## src/hdl/pj128_pkg.sv

```systemverilog
`timescale 1ns / 1ps
// ----------------------------------------------------------------------------
// pj128_pkg: shared types, constants and round functions
// Holds the matrix and key-schedule constants, the control state type, the
// command/status bundles and the per-round cipher functions.
// ----------------------------------------------------------------------------
package pj128_pkg;

  localparam int PJ_ROUND_COUNT = 14;

  // Row-mixing matrices (first rows of the circulant matrices)
  localparam logic [31:0] MIX_ROW0 = 32'ha3861085;
  localparam logic [31:0] MIX_ROW1 = 32'h63417021;
  localparam logic [31:0] MIX_ROW2 = 32'h692cf280;
  localparam logic [31:0] MIX_ROW3 = 32'h48a54813;
  localparam logic [31:0] INV_ROW0 = 32'h2037a121;
  localparam logic [31:0] INV_ROW1 = 32'h108ff2a0;
  localparam logic [31:0] INV_ROW2 = 32'h9054d8c0;
  localparam logic [31:0] INV_ROW3 = 32'h3354b117;

  // Key schedule constants
  localparam logic [31:0] KS_MIX     = 32'hb881b9ca;
  localparam logic [31:0] KS_CONST0  = 32'h00000080;
  localparam logic [31:0] KS_CONST1  = 32'h00006a00;
  localparam logic [31:0] KS_CONST2  = 32'h003f0000;
  localparam logic [31:0] KS_CONST3  = 32'h24000000;
  localparam int          KS_ROT1    = 8;
  localparam int          KS_ROT2    = 15;
  localparam int          KS_ROT3    = 18;

  typedef logic [3:0][31:0] pj_block_t;

  typedef enum logic [1:0] {
    ST_IDLE,
    ST_KEYGEN,
    ST_RUN,
    ST_HOLD
  } pj_state_t;

  typedef struct packed {
    logic key_load;      // take a key word, restart the schedule
    logic key_step;      // write one round-key row, advance schedule
    logic in_load;       // capture an input beat
    logic run_step;      // advance the cipher state by one step
    logic decrypt;
    logic first;
    logic last;
    logic out_load;      // fill the output register
    logic out_from_hold; // take the output from the parked state
  } pj_cmd_t;

  typedef struct packed {
    logic out_free;
  } pj_status_t;

  function automatic logic [31:0] ror32(input logic [31:0] x, input int unsigned n);
    logic [63:0] d;
    d = {x, x} >> n;
    return d[31:0];
  endfunction

  // Multiply v by the circulant matrix whose first row is m.
  function automatic logic [31:0] circ_mul(input logic [31:0] m, input logic [31:0] v);
    logic [31:0] acc;
    acc = '0;
    for (int j = 0; j < 32; j++) begin
      acc ^= {32{v[j]}} & ror32(m, 31 - j);
    end
    return acc;
  endfunction

  function automatic pj_block_t enc_round(input pj_block_t s);
    logic [31:0] a, b, c, d;
    pj_block_t o;
    a = s[0]; b = s[1]; c = s[2]; d = s[3];
    a ^= d;
    d ^= a & b;
    a ^= b & c;
    b ^= c & d;
    c ^= a & d;
    c ^= b;
    b ^= a;
    d = ~d;
    o[0] = circ_mul(MIX_ROW0, a);
    o[1] = circ_mul(MIX_ROW1, b);
    o[2] = circ_mul(MIX_ROW2, d);
    o[3] = circ_mul(MIX_ROW3, c);
    return o;
  endfunction

  function automatic pj_block_t dec_round(input pj_block_t s);
    logic [31:0] a, b, c, d;
    pj_block_t o;
    a = circ_mul(INV_ROW0, s[0]);
    b = circ_mul(INV_ROW1, s[1]);
    d = circ_mul(INV_ROW2, s[2]);
    c = circ_mul(INV_ROW3, s[3]);
    d = ~d;
    b ^= a;
    c ^= b;
    c ^= a & d;
    b ^= c & d;
    a ^= b & c;
    d ^= a & b;
    a ^= d;
    o[0] = a; o[1] = b; o[2] = c; o[3] = d;
    return o;
  endfunction

endpackage

```

## src/hdl/pj128_ctrl.sv

```systemverilog
`timescale 1ns / 1ps
// ----------------------------------------------------------------------------
// pj128_ctrl: sequencer
// Runs the key schedule and the cipher rounds, issues round-key read
// addresses and datapath commands.
// ----------------------------------------------------------------------------
module pj128_ctrl
  import pj128_pkg::*;
#(
  parameter int ROUND_COUNT = PJ_ROUND_COUNT,
  localparam int SW = $clog2(ROUND_COUNT + 1)
) (
  input  logic          clk,
  input  logic          rst_n,
  input  logic          cfg_we,
  input  logic          in_valid,
  input  logic          in_opcode,
  output logic          in_ready,
  input  pj_status_t    status,
  output pj_cmd_t       cmd,
  output logic [SW-1:0] step,
  output logic [SW-1:0] rd_addr
);

  localparam logic [SW-1:0] LAST = SW'(ROUND_COUNT);

  pj_state_t     state_r, state_nxt;
  logic [SW-1:0] step_r, step_nxt;
  logic          op_r, op_nxt;
  logic          accept;
  logic [SW-1:0] next_idx;

  assign accept   = (state_r == ST_IDLE) && in_valid && !cfg_we;
  assign in_ready = (state_r == ST_IDLE) && !cfg_we;
  assign step     = step_r;
  assign next_idx = step_r + SW'(1);

  // Next state
  always_comb begin
    state_nxt = state_r;
    if (cfg_we) begin
      state_nxt = ST_KEYGEN;
    end else begin
      unique case (state_r)
        ST_IDLE:   if (in_valid) state_nxt = ST_RUN;
        ST_KEYGEN: if (step_r == LAST) state_nxt = ST_IDLE;
        ST_RUN: begin
          if (step_r == LAST) state_nxt = status.out_free ? ST_IDLE : ST_HOLD;
        end
        ST_HOLD:   if (status.out_free) state_nxt = ST_IDLE;
        default:   state_nxt = ST_IDLE;
      endcase
    end
  end

  // Step counter and opcode
  always_comb begin
    step_nxt = step_r;
    op_nxt   = op_r;
    if (cfg_we || accept) begin
      step_nxt = '0;
    end else if ((state_r == ST_KEYGEN || state_r == ST_RUN) && step_r != LAST) begin
      step_nxt = next_idx;
    end
    if (accept) op_nxt = in_opcode;
  end

  // Round-key read address, issued for the next step ahead of its use
  always_comb begin
    if (accept) begin
      rd_addr = in_opcode ? LAST : '0;
    end else begin
      rd_addr = op_r ? (LAST - next_idx) : next_idx;
    end
  end

  // Commands
  always_comb begin
    cmd               = '0;
    cmd.key_load      = cfg_we;
    cmd.key_step      = (state_r == ST_KEYGEN) && !cfg_we;
    cmd.in_load       = accept;
    cmd.run_step      = (state_r == ST_RUN);
    cmd.decrypt       = op_r;
    cmd.first         = (step_r == '0);
    cmd.last          = (step_r == LAST);
    cmd.out_load      = status.out_free &&
                        (((state_r == ST_RUN) && step_r == LAST) || state_r == ST_HOLD);
    cmd.out_from_hold = (state_r == ST_HOLD);
  end

  always_ff @(posedge clk) begin
    if (!rst_n) begin
      state_r <= ST_IDLE;
      step_r  <= '0;
      op_r    <= 1'b0;
    end else begin
      state_r <= state_nxt;
      step_r  <= step_nxt;
      op_r    <= op_nxt;
    end
  end

endmodule

```

## config.mk

```make
export PLATFORM = sky130hd
export DESIGN_NAME = pj128_ctrl
export DESIGN_NICKNAME = d
export VERILOG_FILES = /design/src/hdl/pj128_pkg.sv /design/src/hdl/pj128_ctrl.sv
export SDC_FILE = /design/constraint.sdc
export NUM_CORES = 1
export LEC_CHECK = 0
export BUFFER_PORTS_ARGS = -buffer_cell sky130_fd_sc_hd__buf_2
export CORE_MARGIN = 3
export CORE_UTILIZATION = 46
export CTS_CLUSTER_SIZE = 25
export DETAILED_ROUTE_END_ITERATION = 12
export PLACE_DENSITY = 0.79
export RECOVER_POWER = 100
export SETUP_SLACK_MARGIN = 0.4
export SLEW_MARGIN = 20
export SYNTH_ARGS = -nofsm -noshare
export SYNTH_HDL_FRONTEND = slang
export SYNTH_SLANG_ARGS = --single-unit
export TNS_END_PERCENT = 20
```

## constraint.sdc

```tcl
create_clock -name clk -period 2.31 [get_ports clk]
set_clock_uncertainty 0.15 [all_clocks]
set_input_delay 0.462 -clock clk [delete_from_list [all_inputs] [get_ports clk]]
set_output_delay 0.462 -clock clk [all_outputs]
set_load 0.01 [all_outputs]
```

==> flow_summary_export.csv <==
group,metric,value,unit
outcome,status,"complete, no violations",
final_layout,fillers,100,
worst_setup_path,criticalPathCategory,"reg -> out",
sta,slew_headroom,0.747,
worst_setup_path,path_delay_family,"flip-flops",
routing,drcViolationCount,0,
clocking,root_buffer,"clkbuf_4",
worst_setup_path,path_buf_inv,2,
worst_hold_path,hold_path.class,"in -> reg",
job,maxCapViolations,0,
power,p_leak,0.343,nW
clocking,clk_pin_slew,0.06,ns
placed_design,globalplace.congestion,0.741,
worst_setup_path,crit_arrival,1.53,ns
final_layout,final_common_cell,"buf_2",
sta,worst_slack,0.163,ns
worst_setup_path,r2r-end,"state_r[1]",
floorplanning,coreArea,0.00117,mm²
final_layout,layout-drive-gt1-share,0.386,
power,power_frac_comb,0.290,
sta,worstMarginPinSlew,0.380,ns
sta,timing.fmax,466,MHz
floorplanning,initial_core_util,0.513,
power,powerDensity,438,mW/mm²
sta,hold_viol,0,
worst_setup_path,cpMaxStageDelayCell,"dfxtp_4",
worst_setup_path,reg2reg_depth,6,
worst_setup_path,worstSetupStartpoint,"step[0]",
yosys,yosysUniqueCellTypes,23,
global_routing,antenna_found_initial,0,
floorplanning,dieArea,0.00178,mm²
worst_setup_path,rrSetupSlack,0.40,ns
power,swShare,0.333,
final_layout,diodes,0,
sta,setup_tns,0,ns
routing,drt_wl_total,1520,µm
sta,final-setup-viol-count,0,
worst_setup_path,cp_max_fo,6,
floorplanning,ios,24,
clocking,clkLatencyLatePin,0.26,ns
final_layout,layout_common_cells,"14 x buf_2, 9 x clkbuf_1, 7 x nor2_1",
power,clkPwrFrac,0.329,
yosys,yosysWarnings,0,
floorplanning,die_w,42.1,µm
yosys,ys_ff_latch,7,
placed_design,dp_slack,0.268,ns
power,p_int,0.000231,W
global_routing,grt.overflow.total,0,
worst_setup_path,path_depth,6,
floorplanning,row_count,12,
yosys,syn_inst,73,
routing,drt-pass1-iter-count,4,
yosys,synthTopCellsByArea,"dfxtp_1 23%, ha_1 17%, xor2_1 5.8%",
final_layout,area_growth,31.7,%
yosys,ys_seq_area_frac,0.233,
sta,finalCritPeriodShare,0.929,
sta,final_max_slew_viol_count,0,
placed_design,port_buffers,23,
yosys,synth-compound-area-share,0.177,
yosys,synth_xor_area_frac,0.0875,
yosys,syn_nets,87,
worst_setup_path,start_kind,"flop",
routing,vias_per_cell,5.17,
yosys,syn_avg_cell_area,8.23,µm²
routing,vias,595,
power,ir_drop,0.417,mV
clocking,cts_tree,"done",
global_routing,grt_max_degree,9,
final_layout,nNetsFinal,116,
routing,detail_route.wl_per_cell,13.2,µm
clocking,holdBufCountCts,0,
worst_setup_path,r2r_start,"step[0]",
global_routing,grt_usage,0.184,
yosys,synth_top_area_frac,0.233,
floorplanning,die_h,42.1,µm
yosys,synth_area_leader_cell,"dfxtp_1",
worst_setup_path,max_stage_delay,0.38,ns
worst_setup_path,end_kind,"primary output",
routing,drt_iter0_drc,8,
clocking,htree_num_levels,1,
clocking,cts_buffers,3,
power,netSwitchingPower,0.000115,W
worst_setup_path,worstPathCellList,"inv_2, ha_1, and3_1, a21oi_1, nor2b_1, buf_2",
yosys,synth_top_family_by_area,"simple AND/OR/NAND/NOR gates",
clocking,clockBufferDepth,2,
worst_setup_path,required,1.70,ns
routing,antenna_left,0,
worst_setup_path,cp-endpoint,"cmd[1]",
global_routing,first_global_vias,571,
sta,rsz0062_at_grt,"true",
placed_design,hpwl,1100,µm
sta,min_period,2.15,ns
yosys,synthSimpleGateAreaFrac,0.235,
global_routing,grt_pass1_wl,2480,µm
yosys,synth.area.mux_share,0,
yosys,synth_fa_ha_area_frac,0.167,
yosys,synth_area,601,µm²
power,seq_power_share,0.381,
clocking,cts.sinks,7,
-- synth_stat cells --
library cell	instances
a2111oi_2	1
a211oi_1	1
a21oi_1	5
a31oi_1	2
and3_1	1
buf_4	3
buf_6	1
dfxtp_1	7
ha_1	8
inv_1	7
nand2_1	5
nand2b_1	3
nand3_1	2
nand3b_1	1
nor2_1	8
nor2b_1	4
nor3_1	1
nor3b_1	1
nor3b_2	1
o21ai_0	4
o221ai_4	1
xnor2_1	2
xor2_1	4
-- how the worst min path moves through the flow --
stage	from	to	slack [ns]	cells after the start
4_1_cts	cfg_we	state_r[1]	0.35	2
3_5_place_dp	step[1]	step[1]	0.36	2
6_report	in_opcode	op_r	0.34	3
2_1_floorplan	state_r[0]	state_r[0]	0.32	2
3_3_place_gp	state_r[0]	state_r[0]	0.34	2
5_1_grt	rst_n	state_r[0]	0.35	3
-- flip-flops by register name, summed over array words and instances, names as in the netlist --
signal	flops
step	4
state_r	2
op_r	1
-- power groups by stage --
| stage | clock, W | sequential, W | combinational (W) |
|---|---|---|---|
| 3_3_place_gp | 0 | 0.000135 | 0.0000963 |
| 6_report | 0.000114 | 0.000132 | 0.000100 |
| 4_1_cts | 0.000116 | 0.000131 | 0.000109 |
| 3_5_place_dp | 0 | 0.000136 | 0.0000995 |
| 2_1_floorplan | 0 | 0.000135 | 0.0000695 |
| 5_1_grt | 0.000123 | 0.000133 | 0.000112 |
-- cells by family after synthesis --
| kind of cell | after synthesis |
|---|---|
| AO/OA/AOI/OAI | 14 |
| XOR/XNOR | 6 |
| adder cells (fa/ha/maj) | 8 |
| buffers and inverters | 11 |
| flip-flops | 7 |
| AND/OR/NAND/NOR | 27 |
-- stage by stage --
step | util | power (W) | cell area (µm²) | hold slack [ns] | std cells
detailed placement | 0.599 | 0.000235 | 702 | 0.356 | 106
finish | 0.675 | 0.000347 | 791 | 0.336 | 115
CTS | 0.696 | 0.000357 | 815 | 0.352 | 114
floorplan | - | 0.000204 | 603 | 0.320 | 73
global route | 0.675 | 0.000368 | 791 | 0.345 | 115
global placement | 0.599 | 0.000231 | 702 | 0.342 | 106
-- area by class of cell --
type | count | area [µm²] | area share
inverters | 7 | 26.3 | 0.0332
clock inverters | 1 | 5.00 | 0.00633
multi-input cells | 55 | 428 | 0.541
repair buffers | 28 | 141 | 0.179
clock buffers | 3 | 22.5 | 0.0285
well taps | 14 | 17.5 | 0.0222
flip-flops and latches | 7 | 150 | 0.190
-- worst reg2reg max path, delay by kind of cell, from the launching register on --
family	cells	cell delay, ns
AO/OA/AOI/OAI	2	0.66
adder cells (fa/ha/maj)	1	0.21
buffers and inverters	1	0.07
flip-flops	1	0.38
AND/OR/NAND/NOR	2	0.33
-- routing by layer --
metal	GRT usage	share of wire	wire, µm
met5	0	0	0
met4	0.0621	0.018	27
met3	0.0730	0.088	134
met2	0.321	0.50	768
met1	0.202	0.39	592
-- repair_timing --
item / 4_1_cts / 5_1_grt
resized for setup: 15 / 5
pin swaps: 4 / 4
buffers inserted: 4 / 1
hold endpoints to repair: 0 / 0
endpoints found under the setup margin: 7 / 7
No activity file was read; power rests on OpenSTA's default activity.
